==> config.mk <==
export PLATFORM = sky130hd
export DESIGN_NAME = rmq_front_flat
export DESIGN_NICKNAME = d
export VERILOG_FILES = /design/src/rtl/core/rotation_matrix_to_quaternion_defines.svh /design/src/rtl/core/rmq_pkg.sv /design/src/rtl/core/rmq_if.sv /design/src/rtl/core/rmq_front.sv /design/src/flat_wrapper.sv
export SDC_FILE = /design/constraint.sdc
export NUM_CORES = 1
export LEC_CHECK = 0
export ABC_AREA = 1
export BUFFER_PORTS_ARGS = -buffer_cell sky130_fd_sc_hd__clkbuf_2
export CAP_MARGIN = 20
export CORE_MARGIN = 10
export CORE_UTILIZATION = 45
export DETAILED_ROUTE_END_ITERATION = 12
export PLACE_DENSITY_LB_ADDON = 0.1
export SLEW_MARGIN = 20
export SYNTH_ARGS = -nofsm -noshare
export SYNTH_HDL_FRONTEND = slang
export SYNTH_SLANG_ARGS = --single-unit
==> constraint.sdc <==
create_clock -name vclk -period 5.1
set_clock_uncertainty 0.15 [all_clocks]
set_input_delay 0.255 -clock vclk [all_inputs]
set_output_delay 0.255 -clock vclk [all_outputs]
set_load 0.05 [all_outputs]
==> src/rtl/core/rotation_matrix_to_quaternion_defines.svh <==
// Assertion macros for the rotation matrix to quaternion block.
// Included by the RTL files that carry concurrent assertions.
`ifndef ROTATION_MATRIX_TO_QUATERNION_DEFINES_SVH
`define ROTATION_MATRIX_TO_QUATERNION_DEFINES_SVH
`ifndef SYNTHESIS
`define RMQ_ASSERT_IMP(label, clk, rst_n, ante, cons) \
	label: assert property (@(posedge clk) disable iff (!rst_n) (ante) |-> (cons)) \
		else $error("assertion failed");
`define RMQ_ASSERT_NXT(label, clk, rst_n, ante, cons) \
	label: assert property (@(posedge clk) disable iff (!rst_n) (ante) |=> (cons)) \
		else $error("assertion failed");
`else
`define RMQ_ASSERT_IMP(label, clk, rst_n, ante, cons)
`define RMQ_ASSERT_NXT(label, clk, rst_n, ante, cons)
`endif
`endif

==> src/rtl/core/rmq_pkg.sv <==
// Shared types, constants and width helpers for the rotation matrix to quaternion block.
// No dependencies.
package rmq_pkg;
	localparam int DATA_W = 16;
	localparam int MAG_W = 17;
	localparam int FRAC_BITS_DEF = 14;
	localparam int QDEPTH = 4;
	localparam int LANES = 3;

	typedef enum logic [1:0] {
		BR_W = 2'd0,
		BR_X = 2'd1,
		BR_Y = 2'd2,
		BR_Z = 2'd3
	} branch_t;

	typedef struct packed {
		branch_t branch;
		logic bad;
		logic [LANES-1:0] neg;
	} rmq_ctl_t;

	function automatic int rad_width(input int frac);
		return ((frac > MAG_W) ? frac : MAG_W) + 2;
	endfunction
endpackage

==> src/rtl/core/rmq_if.sv <==
// Valid/ready channel interfaces for matrix input and quaternion output.
// Depends on nothing.
interface rmq_mat_if;
	logic valid;
	logic ready;
	logic signed [15:0] m11, m12, m13, m21, m22, m23, m31, m32, m33;
	modport source(output valid, m11, m12, m13, m21, m22, m23, m31, m32, m33, input ready);
	modport sink(input valid, m11, m12, m13, m21, m22, m23, m31, m32, m33, output ready);
endinterface


==> src/rtl/core/rmq_front.sv <==
// Front end: picks the branch, forms the radicand and the three numerators.
// Depends on rmq_pkg and rmq_mat_if.
module rmq_front #(
	parameter int FRAC_BITS = rmq_pkg::FRAC_BITS_DEF
) (
	rmq_mat_if.sink mat,
	input logic full,
	output logic push,
	output rmq_pkg::rmq_ctl_t ctl,
	output logic [rmq_pkg::rad_width(FRAC_BITS)-1:0] rad,
	output logic [rmq_pkg::MAG_W-1:0] mag [rmq_pkg::LANES]
);
	import rmq_pkg::*;

	localparam int RAD_W = rad_width(FRAC_BITS);
	localparam logic signed [RAD_W:0] ONE = (RAD_W+1)'(1) << FRAC_BITS;

	logic signed [17:0] trace;
	logic signed [RAD_W:0] rad_s;
	logic signed [MAG_W-1:0] num [LANES];
	branch_t br;

	assign mat.ready = !full;
	assign push = mat.valid && !full;
	assign trace = 18'(mat.m11) + 18'(mat.m22) + 18'(mat.m33);

	always_comb begin
		if (trace > 18'sd0) begin
			br = BR_W;
			rad_s = (RAD_W+1)'(trace) + ONE;
		end else if (mat.m11 > mat.m22 && mat.m11 > mat.m33) begin
			br = BR_X;
			rad_s = ONE + (RAD_W+1)'(mat.m11) - (RAD_W+1)'(mat.m22) - (RAD_W+1)'(mat.m33);
		end else if (mat.m22 > mat.m33) begin
			br = BR_Y;
			rad_s = ONE + (RAD_W+1)'(mat.m22) - (RAD_W+1)'(mat.m11) - (RAD_W+1)'(mat.m33);
		end else begin
			br = BR_Z;
			rad_s = ONE + (RAD_W+1)'(mat.m33) - (RAD_W+1)'(mat.m11) - (RAD_W+1)'(mat.m22);
		end
	end

	always_comb begin
		case (br)
			BR_W: begin
				num[0] = MAG_W'(mat.m32) - MAG_W'(mat.m23);
				num[1] = MAG_W'(mat.m13) - MAG_W'(mat.m31);
				num[2] = MAG_W'(mat.m21) - MAG_W'(mat.m12);
			end
			BR_X: begin
				num[0] = MAG_W'(mat.m32) - MAG_W'(mat.m23);
				num[1] = MAG_W'(mat.m12) + MAG_W'(mat.m21);
				num[2] = MAG_W'(mat.m13) - MAG_W'(mat.m31);
			end
			BR_Y: begin
				num[0] = MAG_W'(mat.m13) - MAG_W'(mat.m31);
				num[1] = MAG_W'(mat.m12) + MAG_W'(mat.m21);
				num[2] = MAG_W'(mat.m23) + MAG_W'(mat.m32);
			end
			default: begin
				num[0] = MAG_W'(mat.m21) - MAG_W'(mat.m12);
				num[1] = MAG_W'(mat.m13) + MAG_W'(mat.m31);
				num[2] = MAG_W'(mat.m23) + MAG_W'(mat.m32);
			end
		endcase
	end

	always_comb begin
		ctl.branch = br;
		ctl.bad = rad_s[RAD_W] || (rad_s == '0);
		for (int j = 0; j < LANES; j++) begin
			ctl.neg[j] = num[j][MAG_W-1];
			mag[j] = num[j][MAG_W-1] ? MAG_W'(-num[j]) : MAG_W'(num[j]);
		end
	end

	assign rad = rad_s[RAD_W-1:0];
endmodule

==> src/flat_wrapper.sv <==
// flat-port wrapper written by rule: the top's interface ports become plain ports
module rmq_front_flat import rmq_pkg::*;
#(
	parameter int FRAC_BITS = rmq_pkg::FRAC_BITS_DEF
)
  (full, push, ctl, rad, mag, mat_valid, mat_m11, mat_m12, mat_m13, mat_m21, mat_m22, mat_m23, mat_m31, mat_m32, mat_m33, mat_ready);
  rmq_mat_if mat_i ();
  input logic full;
  output logic push;
  output rmq_pkg::rmq_ctl_t ctl;
  output logic [rmq_pkg::rad_width(FRAC_BITS)-1:0] rad;
  output logic [rmq_pkg::MAG_W-1:0] mag[rmq_pkg::LANES];
  input wire logic [$bits(mat_i.valid)-1:0] mat_valid;
  input wire logic [$bits(mat_i.m11)-1:0] mat_m11;
  input wire logic [$bits(mat_i.m12)-1:0] mat_m12;
  input wire logic [$bits(mat_i.m13)-1:0] mat_m13;
  input wire logic [$bits(mat_i.m21)-1:0] mat_m21;
  input wire logic [$bits(mat_i.m22)-1:0] mat_m22;
  input wire logic [$bits(mat_i.m23)-1:0] mat_m23;
  input wire logic [$bits(mat_i.m31)-1:0] mat_m31;
  input wire logic [$bits(mat_i.m32)-1:0] mat_m32;
  input wire logic [$bits(mat_i.m33)-1:0] mat_m33;
  output wire logic [$bits(mat_i.ready)-1:0] mat_ready;
  assign mat_i.valid = mat_valid;
  assign mat_i.m11 = mat_m11;
  assign mat_i.m12 = mat_m12;
  assign mat_i.m13 = mat_m13;
  assign mat_i.m21 = mat_m21;
  assign mat_i.m22 = mat_m22;
  assign mat_i.m23 = mat_m23;
  assign mat_i.m31 = mat_m31;
  assign mat_i.m32 = mat_m32;
  assign mat_i.m33 = mat_m33;
  assign mat_ready = mat_i.ready;
  rmq_front #(.FRAC_BITS(FRAC_BITS)) u_core (.mat(mat_i), .full(full), .push(push), .ctl(ctl), .rad(rad), .mag(mag));
endmodule
==> results of run 1 <==
## power breakdown
group	switching, uW	total (uW)	internal, uW	leakage (uW)
Sequential	0	0	0	0
Clock	0	0	0	0
Combinational	6070	10500	4420	0.0133
## cells in the mapped netlist, types with 4 or more instances
master	number	share of area [%]
nand2_1	662	15
inv_1	485	11
ha_1	298	23
nor2_1	222	5.1
a21oi_1	209	6.4
nand3_1	200	6.2
xor2_1	143	7.7
o21ai_0	104	3.2
nand4_1	62	2.4
fa_1	36	4.4
nor3_1	28	0.86
o211ai_1	27	1.2
xnor2_1	26	1.4
clkbuf_1	22	0.51
buf_2	20	0.62
o21bai_1	20	0.93
a31oi_1	18	0.69
nor2_2	16	0.62
nand3_2	15	0.93
a21o_1	14	0.65
o21a_1	12	0.56
buf_6	10	0.69
nand3b_1	10	0.46
a21boi_0	9	0.42
nor4_1	9	0.35
or2_2	9	0.35
o21ai_1	8	0.25
buf_1	6	0.14
buf_4	6	0.28
inv_2	6	0.14
a211oi_1	5	0.23
o211ai_2	5	0.39
a221oi_1	4	0.22
a22oi_1	4	0.19
o22ai_1	4	0.15
## through the flow
| step | area, um^2 | setup WS [ns] |
|---|---|---|
| 6_report | 24400 | -0.259 |
| 5_1_grt | 24400 | -0.477 |
| 4_1_cts | 22800 | -0.0919 |
| 3_5_place_dp | 21000 | -0.428 |
| 3_3_place_gp | 21000 | -0.318 |
| 2_1_floorplan | 16300 | -0.230 |
## final timing paths
kind,start,endpoint,cells past startpoint
worst max-delay path,mat_m11[6],mag[42],35
worst min-delay path,full,mat_ready,3
## final cells by class
type                       instances  area share [%]
timing repair buffer             655            23.4
multi-input combinational       2210            66.5
tap                              461            2.36
inverter                         493            7.74
## timing repair
item | CTS | global route
endpoints found under the setup margin | 54 | 58
pin swaps | 109 | 177
endpoints found under the hold margin | 0 | 0
buffers inserted | 65 | 46
resized for setup | 263 | 346
gates cloned | 9 | 3
## cell families (layout without fill, tap and decap cells)
logic type / count (synthesis) / after routing / synth area share, %
simple gates: 1248 / 1249 / 33.4
buf+inv: 557 / 1148 / 13.7
compound gates: 457 / 457 / 16.3
fa+ha+maj: 334 / 334 / 27.4
xor+xnor: 169 / 169 / 9.12
mux: 1 / 1 / 0.0617
## layer usage
layer	part of all wire (%)	wire (um)	GRT usage [%]
met5	0	0	0
met4	8.4	6120	19.7
met3	5.2	3810	2.78
met2	50	36700	55.8
met1	36	26600	31.4
==> out/metrics.csv, run 1 <==
metric,value,unit
status,"complete, but fails checks",
violated checks,setup timing,
Worst path top cell family by delay,simple AND/OR/NAND/NOR gates,
# clk buffers,0,
layout overhead on the synthesized area,50.6,%
register area,0,um^2
Setup crit start kind,input pin,
Slew @ Worst Pin,0.818,ns
max_cap viols,0,
largest net degree at the start of global routing,47,
GPL Wtd Cong,1.03,
highest-delay cell along the critical path,fa_1,
Ys Warns,0,
layout cell share with drive strength beyond 1,32.6,%
nets,3840,
post-route ant nets,0,
Via Count,21200,
Cells after Synth,2766,
First DRT Iteration DRCs,1386,
cell repeated most along the worst path,nand2_4,
chip height,210,um
hold crit path type,input pin to output pin,
Via-to-Cell Ratio,5.54,
RSZ-0062 raised after global routing,yes,
Congestion Overflow GR,0,
number of port buffers,224,
Synth Cell Area,16200,um^2
maximum fanout along the worst path,6,
LEAKAGE,0.0133,uW
row count,69,
"Data required, critical path",4.70,ns
seq_cells,0,
Hold Slack,0.722,ns
total track usage,29.9,%
CP arrival,4.95,ns
Antenna Cells,0,
fin cells,3819,
post-layout util,68.7,%
area occupied by multi-input gates,16300,um^2
Netlist cell types,54,
Final WS setup,-0.259,ns
DR WL/cell,19.2,um
# hold bufs at CTS,0,
fillcell total,3126,
syn nets,3246,
crit path kind,input pin to output pin,
Fin Setup TNS,-5.80,ns
crit share post-route,105,%
Hold Fails Final Rpt,0,
Final Max Slew Viols,0,
drt drc,0,
CORE AREA,35600,um^2
die area,44100,um^2
number of global-route vias before repair,20700,
Rel. slew slack,45.4,%
syn_area_per_cell,5.87,um^2
DPL Wire Length,59400,um
VDD IR-drop max,0.825,mV
"Seq/Total Area, Yosys",0,%
"most common cell after layout, fill and taps aside",nand2_1,
Die X,210,um
placed instance count,3706,
PwrDens,429,nW/um^2
DR pass1 iterations,6,
most frequent cells in the layout,"nand2_1 (550), inv_1 (448), buf_4 (380)",
final setup fails,45,
Ports,224,
fmax,0.187,GHz
Initial Utilization,45.6,%
WL final,73300,um
WP buf/inv,9,
Final min period,5.36,ns
Overall Power,10500,uW
max incr delay on CP,0.56,ns
first-pass GRT wire length,108000,um
CP Capture Type,output pin,
antenna violations before repair,0,
Note: power is estimated with default switching activity, not from simulation.
==> inputs of run 2 (changes only) <==
- clock period: 5.1 -> 6.73 ns (I/O delays scaled with it)
==> out/metrics.csv, run 2 (synthesis results as in run 1) <==
metric,value,unit,change
status,finished clean,,
chip height,210,um,unchanged
Net Sw Frac,71.9,%,+14 points
cell repeated most along the worst path,nand2_1,,
die area,44100,um^2,unchanged
Hold Fails Final Rpt,0,,unchanged
WHS Endpoint,push,,
largest net degree at the start of global routing,45,,-4.3%
number of port buffers,224,,unchanged
Final Max Slew Viols,0,,unchanged
Final min period,6.38,ns,
Die X,210,um,unchanged
HP Start,full,,
CORE AREA,35600,um^2,unchanged
fin cells,3403,,-11%
DR pass1 iterations,5,,-1
"Data required, critical path",6.24,ns,+1.54 ns
Via Count,18600,,-12%
Slew @ Worst Pin,0.731,ns,-0.0870 ns
highest-delay cell along the critical path,ha_1,,
number of global-route vias before repair,18700,,-9.8%
post-route ant nets,0,,unchanged
LEAKAGE,0.0104,uW,-22%
DR WL/cell,19.3,um,+0.49%
crit path kind,input pin to output pin,,
max_cap viols,0,,unchanged
Initial Utilization,45.6,%,unchanged
placed instance count,3402,,-8.2%
post-CTS setup buffer count,0,,-100%
# clk buffers,0,,unchanged
PwrDens,290,nW/um^2,-33%
maximum fanout along the worst path,5,,-1
max incr delay on CP,0.35,ns,-0.21 ns
DPL Wire Length,58100,um,-2.2%
total track usage,28.3,%,-1.6 points
row count,69,,unchanged
CP Capture Type,output pin,,
GPL Wtd Cong,1.04,,+0.20%
Antenna Cells,0,,unchanged
fmax,0.157,GHz,
Via-to-Cell Ratio,5.48,,-1.1%
drt drc,0,,unchanged
Setup crit start kind,input pin,,
first-pass GRT wire length,101000,um,-6.3%
CP arrival,5.89,ns,+0.94 ns
Fin Setup TNS,0,ns,+5.80 ns
Congestion Overflow GR,0,,unchanged
nets,3424,,-11%
Power Internal,1450,uW,-67%
fillcell total,3963,,+27%
layout cell share with drive strength beyond 1,10.4,%,-22 points
Ports,224,,unchanged
RSZ-0062 raised after global routing,no,,
register area,0,um^2,unchanged
layout overhead on the synthesized area,9.61,%,
First DRT Iteration DRCs,1163,,-16%
# hold bufs at CTS,0,,unchanged
seq_cells,0,,unchanged
hold crit path type,input pin to output pin,,
VDD IR-drop max,0.566,mV,-31%
Comb pwr share,100.0,%,about the same
sequential power share,0,%,unchanged
crit share post-route,94.8,%,
WHS Path Cells,3,,unchanged
clock share of power,0,%,unchanged
post-cts resize count,0,,-100%
switching power,3700,uW,-39%
Rel. slew slack,51.2,%,+5.8 points
"most common cell after layout, fill and taps aside",nand2_1,,
WL final,65600,um,-10%
antenna violations before repair,0,,unchanged
most frequent cells in the layout,"nand2_1 (662), inv_1 (485), ha_1 (298)",,
final setup fails,0,,-100%
## run 2: per-layer routing
layer | global-route usage, % | part of all wire (%) | routed length (um)
met2 | 52.7 | 51 | 33200
met4 | 15.7 | 6.3 | 4100
met3 | 2.00 | 4.1 | 2660
met1 | 31.1 | 39 | 25600
met5 | 0 | 0 | 0
## run 2: through the flow
step / utilization (%) / power, uW / instance area, um^2 / setup WS [ns] / hold slack [ns]
finish: 50.0 / 5150 / 17800 / 0.350 / 0.876
floorplan: - / 3640 / 16200 / 0.935 / 0.699
global route: 50.0 / 5570 / 17800 / 0.000751 / 0.882
detailed placement: 50.0 / 5080 / 17800 / 0.162 / 0.876
CTS: 50.0 / 5100 / 17800 / 0.164 / 0.876
global placement: 50.0 / 5070 / 17800 / 0.237 / 0.864
## run 2: worst max-delay path by stage
stage	start	to	slack (ns)
global placement	mat_m22[3]	ctl[3]	0.24
global route	mat_m11[1]	mag[46]	0.0008
floorplan	mat_m33[1]	mag[25]	0.93
CTS	mat_m22[3]	ctl[3]	0.16
finish	mat_m22[3]	ctl[3]	0.35
detailed placement	mat_m22[3]	ctl[3]	0.16
## run 2: worst max-delay path: cells and delay by family
kind | cells | cell delay [ns]
AO/OA/AOI/OAI | 12 | 2.42
XOR/XNOR | 2 | 0.38
adder cells (fa/ha/maj) | 3 | 1.03
buffers and inverters | 4 | 0.58
AND/OR/NAND/NOR | 14 | 1.12
## run 2: cell type report
| cell class | count | area, um^2 | area share, % |
|---|---|---|---|
| Timing Repair Buffer | 240 | 1330 | 7.48 |
| Tap cell | 461 | 577 | 3.24 |
| Multi-Input combinational cell | 2209 | 14000 | 78.9 |
| Inverter | 493 | 1850 | 10.4 |
## run 2: power groups by stage
stage	combinational [uW]	sequential, uW	clock (uW)
after detailed placement	5080	0	0
after floorplan	3640	0	0
after CTS	5100	0	0
after global routing	5570	0	0
final	5150	0	0
after global placement	5070	0	0
