<file path="src/rtl/core/rotation_matrix_to_quaternion_defines.svh">
// Assertion macros for the rotation matrix to quaternion block.
// Included by the RTL files that carry concurrent assertions.
`ifndef ROTATION_MATRIX_TO_QUATERNION_DEFINES_SVH
`define ROTATION_MATRIX_TO_QUATERNION_DEFINES_SVH
`ifndef SYNTHESIS
`define RMQ_ASSERT_IMP(label, clk, rst_n, ante, cons) \
	label: assert property (@(posedge clk) disable iff (!rst_n) (ante) |-> (cons)) \
		else $error("assertion failed");
`define RMQ_ASSERT_NXT(label, clk, rst_n, ante, cons) \
	label: assert property (@(posedge clk) disable iff (!rst_n) (ante) |=> (cons)) \
		else $error("assertion failed");
`else
`define RMQ_ASSERT_IMP(label, clk, rst_n, ante, cons)
`define RMQ_ASSERT_NXT(label, clk, rst_n, ante, cons)
`endif
`endif

</file>
<file path="src/rtl/core/rmq_queue.sv">
// Small FIFO that decouples the front end from the arithmetic back end.
// Depends on nothing but its parameters.
module rmq_queue #(
	parameter int WIDTH = 8,
	parameter int DEPTH = 4
) (
	input logic clk,
	input logic arst_n,
	input logic push,
	input logic [WIDTH-1:0] wdata,
	output logic full,
	input logic pop,
	output logic valid,
	output logic [WIDTH-1:0] rdata
);
	localparam int PW = (DEPTH > 1) ? $clog2(DEPTH) : 1;
	localparam int CW = $clog2(DEPTH + 1);

	logic [WIDTH-1:0] mem_q [DEPTH];
	logic [PW-1:0] wr_ptr_q, rd_ptr_q;
	logic [CW-1:0] cnt_q;

	assign full = (cnt_q == CW'(DEPTH));
	assign valid = (cnt_q != '0);
	assign rdata = mem_q[rd_ptr_q];

	always_ff @(posedge clk or negedge arst_n) begin
		if (!arst_n) begin
			wr_ptr_q <= '0;
			rd_ptr_q <= '0;
			cnt_q <= '0;
		end else begin
			if (push)
				wr_ptr_q <= (wr_ptr_q == PW'(DEPTH-1)) ? '0 : wr_ptr_q + 1'b1;
			if (pop)
				rd_ptr_q <= (rd_ptr_q == PW'(DEPTH-1)) ? '0 : rd_ptr_q + 1'b1;
			if (push && !pop)
				cnt_q <= cnt_q + 1'b1;
			else if (pop && !push)
				cnt_q <= cnt_q - 1'b1;
		end
	end

	always_ff @(posedge clk) begin
		if (push)
			mem_q[wr_ptr_q] <= wdata;
	end
endmodule

</file>
<file path="config.mk">
export PLATFORM = sky130hd
export DESIGN_NAME = rmq_queue
export DESIGN_NICKNAME = d
export VERILOG_FILES = /design/src/rtl/core/rotation_matrix_to_quaternion_defines.svh /design/src/rtl/core/rmq_queue.sv
export SDC_FILE = /design/constraint.sdc
export NUM_CORES = 1
export LEC_CHECK = 0
export BUFFER_PORTS_ARGS = -buffer_cell sky130_fd_sc_hd__buf_4
export CORE_UTILIZATION = 42
export CTS_CLUSTER_DIAMETER = 100
export DETAILED_ROUTE_END_ITERATION = 8
export HOLD_SLACK_MARGIN = 0.05
export PLACE_DENSITY = 0.61
export SYNTH_ARGS = -nofsm -noshare
export SYNTH_HDL_FRONTEND = slang
export SYNTH_SLANG_ARGS = --single-unit
</file>
<file path="constraint.sdc">
create_clock -name clk -period 2 [get_ports clk]
set_input_delay 0.4 -clock clk [delete_from_list [all_inputs] [get_ports clk]]
set_output_delay 0.4 -clock clk [all_outputs]
set_load 0.05 [all_outputs]
</file>
==> impl_metrics.csv, run 1 <==
group,metric,value,unit
run_status,outcome,"finished clean",
synthesis,post_synthesis_async_set_or_reset_flop_share,17.9,%
final_layout,post_layout_nonfiller_instances,156,
synthesis,synth_compound_area_share,1.20,%
die,die_h,63.1,um
routing,drcViolationCount,0,
final_layout,seqCellArea,1140,um^2
sta,fin_crit,1950,ps
sta,whs,308,ps
worst_setup_path,crit_path_top_delay_cell,"mux4_2",
final_layout,final.fill_count,298,
routing,drt-met1-wl,1.01,mm
routing,drt_iter0_drc,18,
final_layout,multi_input_comb_area,402,um^2
sta,count_of_pins_over_their_slew_limit,0,
routing,routed-wl-met3,98,um
final_layout,final_net_count,128,
place,gpl.final_weighted_congestion,0.634,
synthesis,synth_common_cells,"edfxtp_1, mux4_2, dfrtp_1",
synthesis,dominantRegCellSynth,"edfxtp_1",
worst_setup_path,type_of_origin_of_the_critical_path,"flip-flop",
final_layout,fraction_of_layout_instances_using_a_drive_strength_above_1,38.2,%
global_routing,grt_pass1_vias,792,
sta,max-slew-margin-rel,70.4,%
synthesis,mapped_nets,98,
die,placeableCoreArea,3470,um^2
synthesis,synth_top_area_cell,"edfxtp_1",
place,buffers_added_on_ports,21,
global_routing,pin_count_of_the_biggest_net_entering_global_routing,13,
run,drv.max_cap_violation_count,0,
worst_setup_path,critical_path_required,1600,ps
sta,min_period_over_period,97.5,%
power,power_report.internal_total,1890,uW
power,power.switching,1060,uW
sta,rsz0062_at_grt,"true",
clock_network,clock_latency,280,ps
clock_network,cts.path.max_buffers,2,
clock_network,cts_sinks,39,
synthesis,synth_adder_area_share,6.06,%
clock_network,cts.htree.levels,2,
worst_setup_path,cp_max_fo,4,
routing,detail_route.wirelength,2.30,mm
sta,hold_viol_final,0,
place,detailed_place_hpwl,1.59,mm
die,dieWidth,63.1,um
sta,clock-skew-final,4.41,ps
power,worst_ir_drop_vdd,0.827,mV
worst_setup_path,slowest_delay,510,ps
synthesis,ys_warn_count,0,
final_layout,n_antenna_cell,0,
synthesis,count_of_mapped_cells_out_of_synthesis,79,
synthesis,synth_seq_area_share,72.4,%
synthesis,netlist_top_cells_area,"edfxtp_1, mux4_2, dfrtp_1, ha_1, and2_1",
clock_network,root_buffer,"clkbuf_8",
synthesis,synth_simple_gate_area_share,3.75,%
global_routing,grtUsageTotal,13.4,%
power,switching_portion_of_total_power,36.0,%
routing,viasPerCell,4.76,
worst_setup_path,cp-end-kind,"primary output",
synthesis,library_cell_with_the_highest_instance_count_after_synthesis,"edfxtp_1",
synthesis,postSynthAreaPerCell,19.9,um^2
power,power,2950,uW
global_routing,grt-ovfl-total,0,
power,pwr-share-clk,21.0,%
synthesis,mappedNetlistArea,1570,um^2
routing,vias,742,
die,die-area,3980,um^2
synthesis,synth_top_family_by_area,"multiplexers",
synthesis,synth_mux_area_share,12.9,%
routing,drtPass1Iterations,4,
worst_setup_path,worst-endpoint-arrival,1550,ps
sta,max_freq,0.513,GHz
synthesis,synth-edff-count,32,
synthesis,synth.top_cell.area_share,61.2,%
routing,highest_layer,"met4",
hold_path,hp-class,"in -> reg",
worst_setup_path,worst-setup-path-type,"reg -> out",
global_routing,grt_antenna_before_repair,0,
die,io-pin-count,22,
place,dpl.cell_count,146,
sta,setup_violations,0,
power,combPwrFrac,38.7,%
power,power_density,1540,nW/um^2
routing,antenna_violating_nets_post_route,0,
clock_network,cts_inserted_buffers,5,
power,p_leak,0.000725,uW
worst_setup_path,crit_chain,"buf_4 -> mux4_2 -> buf_4",
power,power_frac_seq,40.3,%
sta,timing_worst_slew_pin_value,443,ps
die,placementRows,21,
worst_setup_path,timing.critical_path.mode_cell,"buf_4",
synthesis,netlist-cell-type-count,19,
clock_network,cts_tree,"yes",
synthesis,synth_xor_xnor_area_share,1.67,%
clock_network,worst_setup_hold_path_clk_slew,70,ps
routing,drt-wirelength-per-cell,14.7,um
die,initial_core_util,45.2,%
synthesis,count_of_state_elements_after_synthesis,39,
global_routing,grt_pass1_wl,3.79,mm
routing,routed-wl-met2,1.16,mm
final_layout,area_delta_synth_final,21.6,%
-- area by class of cell --
cell class | instances | area share, %
multi-input combinational | 34 | 21.0
clock inverter | 3 | 2.03
clock buffer | 5 | 3.61
inverter | 4 | 0.787
tap | 46 | 3.02
timing repair buffer | 25 | 9.97
sequential | 39 | 59.5
-- worst paths after layout --
path,from,cells after the start,slack [ps],endpoint
worst max-delay path,rd_ptr_q[0],3,50,rdata[4]
worst min-delay path,wdata[5],1,310,mem_q[1][5]
min in group asynchronous,arst_n,2,460,cnt_q[1]
max in group asynchronous,arst_n,2,1420,rd_ptr_q[0]
worst max register to register,wr_ptr_q[0],3,590,mem_q[0][1]
worst min register to register,cnt_q[2],1,500,cnt_q[2]
-- stage by stage --
stage	setup TNS, ps	utilization, %	setup WS, ps	instance area [um^2]
floorplan	0	-	23.6	1570
global placement	0	51.4	281	1780
detailed placement	0	51.4	251	1780
CTS	0	55.0	27.3	1910
global route	-76.5	55.0	-24.9	1910
finish	0	55.0	50.2	1910
-- what timing repair did --
item,4_1_cts,5_1_grt
gates resized for setup,0,0
hold buffers,1,0
gates cloned,0,0
endpoints found under the setup margin,7,5
buffers inserted,1,0
endpoints found under the hold margin,7,0
-- cell families (layout without fill, tap and decap cells) --
group           after synthesis  in the layout
compound gates                3              3
xor+xnor                      3              3
fa+ha+maj                     7              7
buf+inv                       6             37
flops                        39             39
mux                          10             10
simple gates                 11             11
-- power groups by stage --
stage                     registers, uW  logic, uW  clock network (uW)
final                              1190       1140                 619
after global routing               1210       1220                 665
after CTS                          1190       1160                 630
after detailed placement           1210       1130                   0
after global placement             1200       1120                   0
after floorplan                    1150        888                   0
-- cell usage in the layout (no fill, tap or decap), drive strengths merged, types with 4 or more instances in the layout --
cell	n
and2	4
buf	24
clkbuf	5
dfrtp	7
edfxtp	32
ha	6
inv	4
mux4	8
-- worst max-delay path, delay by kind of cell (launching register included) --
| kind | cells | cell delay (ps) |
|---|---|---|
| buffers and inverters | 2 | 380 |
| flip-flops | 1 | 380 |
| multiplexers | 1 | 510 |
-- state kept, by name, summed over array words and instances (netlist names) --
signal    count
cnt_q         3
mem_q        32
rd_ptr_q      2
wr_ptr_q      2
-- layer usage --
metal / global-route usage (%) / vias to the layer above
met5: 0 / -
met4: 5.23 / 0
met3: 4.53 / 3
met2: 22.3 / 17
met1: 15.8 / 362
li1: - / 360
No activity file was read; power rests on OpenSTA's default activity.
==> inputs of run 2 (changes only) <==
Settings changed: CORE_ASPECT_RATIO from default to 1.75, CORE_UTILIZATION 42 to 59, PLACE_DENSITY 0.61 to 0.82.
==> run 2 against run 1 <==
Clock-buffer cell count increased by 3. Die area decreased by 28%. Setup slack improved by 26 ps. Largest cell class unchanged. Sequential share of layout area increased by 1.7 points.
==> impl_metrics.csv, run 2 (synthesis results as in run 1) <==
group,metric,value,unit
final_layout,fraction_of_layout_instances_using_a_drive_strength_above_1,35.8,%
global_routing,grt-ovfl-total,0,
sta,timing_worst_slew_pin_value,430,ps
routing,drt_iter0_drc,18,
hold_path,cells_on_worst_hold_path,1,
clock_network,cts_tree,"yes",
final_layout,final.fill_count,146,
clock_network,cts.htree.levels,2,
final_layout,largestRegisters,"mem_q: 32 flops, cnt_q: 3 flops",
power,switching_portion_of_total_power,37.1,%
die,placeableCoreArea,2490,um^2
die,initial_core_util,63.0,%
final_layout,area_delta_synth_final,18.3,%
final_layout,seqCellArea,1140,um^2
worst_setup_path,worst-endpoint-arrival,1520,ps
sta,setup_violations,0,
power,p_leak,0.000706,uW
global_routing,use_met2,34.4,%
power,pwr-share-clk,17.1,%
worst_setup_path,worstSetupStartpoint,"rd_ptr_q[0]",
worst_setup_path,cell_depth_of_the_worst_flop_to_flop_path,4,
worst_setup_path,slowest_delay,500,ps
routing,antenna_violating_nets_post_route,0,
sta,min_period_over_period,96.2,%
sta,count_of_pins_over_their_slew_limit,0,
clock_network,post_cts_buffers,0,
worst_setup_path,cp_max_fo,7,
hold_path,timing.hold.worst.start,"wdata[2]",
routing,drtPass1Iterations,4,
sta,max_freq,0.520,GHz
sta,rsz0062_at_grt,"false",
sta,clock-skew-final,5.57,ps
routing,viasPerCell,5.80,
global_routing,grt_busiest_layer,"met2",
place,dpl.cell_count,126,
routing,drcViolationCount,0,
power,worst_ir_drop_vdd,0.932,mV
global_routing,grt_pass1_vias,872,
routing,vias,783,
place,buffers_added_on_ports,21,
power,power_density,1520,nW/um^2
routing,detail_route.wirelength,2.40,mm
place,detailed_place_hpwl,1.75,mm
final_layout,util_after_layout,74.4,%
sta,fin_tns_setup,0,ps
global_routing,grt_use_met1,25.6,%
worst_setup_path,cp_num_buf_inv,2,
power,power.switching,1050,uW
worst_setup_path,crit_chain,"buf_6 -> mux4_2 -> buf_4",
clock_network,worst_setup_hold_path_clk_slew,70,ps
place,gpl.final_weighted_congestion,0.633,
sta,hold_viol_final,0,
die,dieWidth,41.0,um
worst_setup_path,cp-end-kind,"primary output",
power,power_report.internal_total,1770,uW
global_routing,grt_pass1_wl,3.99,mm
worst_setup_path,r2r-start,"cnt_q[0]",
worst_setup_path,critPathTopFamily,"multiplexers",
global_routing,global_route.usage.met3,4.76,%
clock_network,cts_sinks,39,
clock_network,clock_latency,280,ps
final_layout,n_antenna_cell,0,
final_layout,final_net_count,127,
worst_setup_path,critical_path_required,1600,ps
final_layout,most-common-layout-cells,"edfxtp_1, buf_4, mux4_2, dfrtp_1, ha_1",
global_routing,grt_antenna_before_repair,0,
global_routing,grtUsageTotal,21.4,%
die,die-area,2880,um^2
worst_setup_path,worst-setup-path-type,"reg -> out",
global_routing,pin_count_of_the_biggest_net_entering_global_routing,12,
clock_network,cts_inserted_buffers,5,
routing,drt-wirelength-per-cell,17.8,um
clock_network,root_buffer,"clkbuf_8",
worst_setup_path,path_depth,3,
hold_path,hp-class,"in -> reg",
power,combPwrFrac,40.6,%
final_layout,post_layout_nonfiller_instances,135,
clock_network,cts.path.max_buffers,2,
die,io-pin-count,22,
final_layout,multi_input_comb_area,402,um^2
die,placementRows,24,
worst_setup_path,crit_path_top_delay_cell,"mux4_2",
final_layout,largest_register_ff_count,32,
run_status,outcome,"finished clean",
die,die_h,70.2,um
worst_setup_path,type_of_origin_of_the_critical_path,"flip-flop",
run,drv.max_cap_violation_count,0,
final_layout,largest-register,"mem_q",
sta,fin_crit,1920,ps
sta,max-slew-margin-rel,71.3,%
power,power_frac_seq,42.3,%
final_layout,mostFrequentLayoutCell,"edfxtp_1",
==> run 2: changes by cell type in the layout (fill, tap and decap cells not counted) <==
cell	delta
buf_6	+2
clkinv_1	-1
clkbuf_1	+3
bufinv_16	-1
clkinv_2	-1
buf_4	-3
==> run 2: layout make-up <==
type	instances	area share, %
repair buffers	24	10.2
well taps	26	1.75
multi-input cells	34	21.6
clock buffers	8	4.32
inverters	4	0.809
flip-flops and latches	39	61.2
==> run 2: power groups by stage <==
stage,registers [uW],logic [uW],clock network [uW]
after detailed placement,1210,1150,0
after CTS,1190,1150,493
after global routing,1210,1240,531
after floorplan,1150,888,0
final,1190,1140,483
after global placement,1200,1100,0
==> run 2: final timing paths <==
kind / end / slack [ps]
max reg2reg: cnt_q[2] / 580
min: mem_q[1][2] / 320
max in group asynchronous: wr_ptr_q[1] / 1410
max: rdata[6] / 80
min reg2reg: cnt_q[2] / 510
min in group asynchronous: rd_ptr_q[1] / 470
==> run 2: repair_timing <==
action,CTS,global route
resized for setup,0,2
endpoints found under the setup margin,0,7
hold buffers,1,0
endpoints found under the hold margin,7,0
==> run 2: stage by stage <==
step           cell area (um^2)  power (uW)  hold WS, ps  setup slack, ps
2_1_floorplan              1570        2040          104             23.6
3_3_place_gp               1760        2300          216              352
3_5_place_dp               1760        2350          217              212
4_1_cts                    1850        2830          312             15.1
5_1_grt                    1860        2980          312             5.51
6_report                   1860        2820          317             76.7
==> run 2: layer usage <==
metal	part of all wire (%)	wire length (um)	up-vias
met5	0	0	-
met2	58	1390	20
li1	-	-	360
met4	2.3	55	0
met1	36	864	398
met3	3.7	90	5
==> inputs of run 3 (changes only) <==
Settings changed: ABC_AREA from default to 1, CORE_UTILIZATION 59 to 60.
==> run 3 against run 2 <==
Wire length increased by 31%. Cell area increased by 7.6%. Cell count increased by 48%. Synthesized cell count increased by 85%. Clock-buffer cell count decreased by 2. Utilization decreased by 0.26 points. Synthesized area increased by 9.0%. Combinational power increased by 16%. Non-clock buffer count decreased by 1. Setup slack improved by 58 ps. Largest cell class unchanged. Highest routed layer unchanged.
==> impl_metrics.csv, run 3 <==
group,metric,value,unit
clock_network,cts.htree.levels,2,
routing,viasPerCell,5.43,
die,die_h,72.6,um
synthesis,count_of_state_elements_after_synthesis,39,
worst_setup_path,cp_num_buf_inv,2,
global_routing,grt-ovfl-total,0,
die,die-area,3080,um^2
routing,drtPass1Iterations,4,
final_layout,largest_register_ff_count,32,
clock_network,worst_setup_hold_path_clk_slew,80,ps
final_layout,util_after_layout,74.2,%
run_status,outcome,"finished clean",
routing,drcViolationCount,0,
clock_network,root_buffer,"clkbuf_8",
power,power_density,1590,nW/um^2
sta,count_of_pins_over_their_slew_limit,0,
place,detailed_place_hpwl,2.19,mm
routing,drt_iter0_drc,26,
sta,clock-skew-final,10.4,ps
clock_network,post_cts_buffers,0,
die,io-pin-count,22,
sta,fin_tns_setup,0,ps
synthesis,synth_seq_area_share,66.4,%
global_routing,grt_pass1_wl,5.08,mm
power,power,3170,uW
hold_path,hp-class,"in -> reg",
synthesis,dominantRegCellSynth,"edfxtp_1",
synthesis,count_of_mapped_cells_out_of_synthesis,146,
routing,detail_route.wirelength,3.15,mm
sta,setup_violations,0,
worst_setup_path,worst-setup-path-type,"reg -> out",
synthesis,postSynthAreaPerCell,11.7,um^2
clock_network,cts_tree,"yes",
die,initial_core_util,63.6,%
worst_setup_path,critical_path_required,1600,ps
global_routing,grtUsageTotal,23.4,%
power,worst_ir_drop_vdd,0.859,mV
worst_setup_path,crit_chain,"inv_4 -> nand2_1 -> o211ai_1 -> nand2_1 -> buf_4",
final_layout,multi_input_comb_area,422,um^2
die,placementRows,25,
synthesis,synth-edff-count,32,
final_layout,final_net_count,191,
final_layout,final.fill_count,190,
place,buffers_added_on_ports,21,
clock_network,cts.path.max_buffers,2,
global_routing,grt_pass1_vias,1133,
synthesis,post_synthesis_async_set_or_reset_flop_share,17.9,%
synthesis,mapped_nets,165,
routing,vias,1085,
final_layout,largestRegisters,"mem_q: 32 flops, cnt_q: 3 flops",
final_layout,largest-register,"mem_q",
synthesis,synth_top_area_cell,"edfxtp_1",
final_layout,n_antenna_cell,0,
synthesis,library_cell_with_the_highest_instance_count_after_synthesis,"nand2_1",
synthesis,netlist_top_cells_area,"edfxtp_1, dfrtp_1, nand2_1, o211ai_1, inv_1",
run,drv.max_cap_violation_count,0,
worst_setup_path,timing.critical_path.mode_cell,"nand2_1",
place,gpl.final_weighted_congestion,0.708,
final_layout,fraction_of_layout_instances_using_a_drive_strength_above_1,18.5,%
final_layout,area_delta_synth_final,16.7,%
sta,rsz0062_at_grt,"false",
die,placeableCoreArea,2690,um^2
sta,max_freq,0.536,GHz
sta,hold_viol_final,0,
worst_setup_path,worst-endpoint-arrival,1470,ps
synthesis,synth_common_cells,"nand2_1, edfxtp_1, inv_1",
final_layout,most-common-layout-cells,"nand2_1, edfxtp_1, inv_1, buf_4, o211ai_1",
final_layout,post_layout_nonfiller_instances,200,
global_routing,grt_antenna_before_repair,0,
synthesis,netlist-cell-type-count,18,
synthesis,ys_warn_count,0,
sta,fin_crit,1870,ps
final_layout,seqCellArea,1140,um^2
worst_setup_path,crit_path_top_delay_cell,"dfrtp_1",
synthesis,mappedNetlistArea,1710,um^2
worst_setup_path,cp-end-kind,"primary output",
die,dieWidth,42.4,um
clock_network,cts_sinks,39,
worst_setup_path,critPathTopFamily,"buffers and inverters",
place,dpl.cell_count,191,
power,p_leak,0.000908,uW
synthesis,synth.top_cell.area_share,56.2,%
routing,antenna_violating_nets_post_route,0,
sta,timing_worst_slew_pin_value,405,ps
worst_setup_path,cp_max_fo,33,
worst_setup_path,slowest_delay,420,ps
sta,min_period_over_period,93.3,%
routing,drt-wirelength-per-cell,15.8,um
global_routing,pin_count_of_the_biggest_net_entering_global_routing,34,
final_layout,mostFrequentLayoutCell,"nand2_1",
sta,max-slew-margin-rel,73.0,%
clock_network,clock_latency,300,ps
clock_network,cts_inserted_buffers,5,
worst_setup_path,type_of_origin_of_the_critical_path,"flip-flop",
-- run 3: what timing repair did --
item                                    in CTS  in global routing
hold buffers                                 1                  0
gates resized for setup                      0                  2
endpoints found under the setup margin       0                  8
endpoints found under the hold margin        7                  0
-- run 3: power by group --
group | switching (uW) | total (uW) | internal, uW
registers | 112 | 1180 | 1060
logic | 924 | 1320 | 393
clock network | 275 | 679 | 404
-- run 3: final timing paths --
check	from	endpoint	slack (ps)	cells after the start
min in group asynchronous	arst_n	cnt_q[1]	440	2
max in group asynchronous	arst_n	rd_ptr_q[1]	1420	2
min reg2reg	cnt_q[2]	cnt_q[2]	500	2
min	wdata[3]	mem_q[1][3]	300	1
max reg2reg	wr_ptr_q[0]	mem_q[2][5]	610	4
max	rd_ptr_q[0]	rdata[2]	130	5
-- run 3: area by class of cell --
| class | count | share of cell area (%) |
|---|---|---|
| flip-flops and latches | 39 | 56.9 |
| inverters | 29 | 5.58 |
| clock inverters | 2 | 1.76 |
| multi-input cells | 74 | 21.1 |
| clock buffers | 6 | 4.14 |
| well taps | 27 | 1.69 |
| repair buffers | 23 | 8.78 |
-- run 3: cells by family after synthesis --
| group | Yosys count | share of synthesized area, % |
|---|---|---|
| compound gates | 20 | 8.19 |
| xor+xnor | 1 | 0.512 |
| flops | 39 | 66.4 |
| buf+inv | 33 | 8.92 |
| simple gates | 46 | 10.4 |
| fa+ha+maj | 7 | 5.56 |
-- run 3: stage by stage --
stage                     cell area, um^2  worst slack (ps)  hold WS (ps)
after CTS                            1990              3.28           289
after detailed placement             1870               341           217
after global routing                 2000              30.5           291
after floorplan                      1710              86.9           104
after global placement               1870               414           215
final                                2000               134           298
-- run 3: layer usage --
| layer | up-vias | track usage [%] | wire length, um |
|---|---|---|---|
| li1 | 535 | - | - |
| met1 | 522 | 25.3 | 1240 |
| met2 | 22 | 40.9 | 1730 |
| met3 | 6 | 5.69 | 100 |
| met4 | 0 | 13.5 | 82 |
| met5 | - | 0 | 0 |
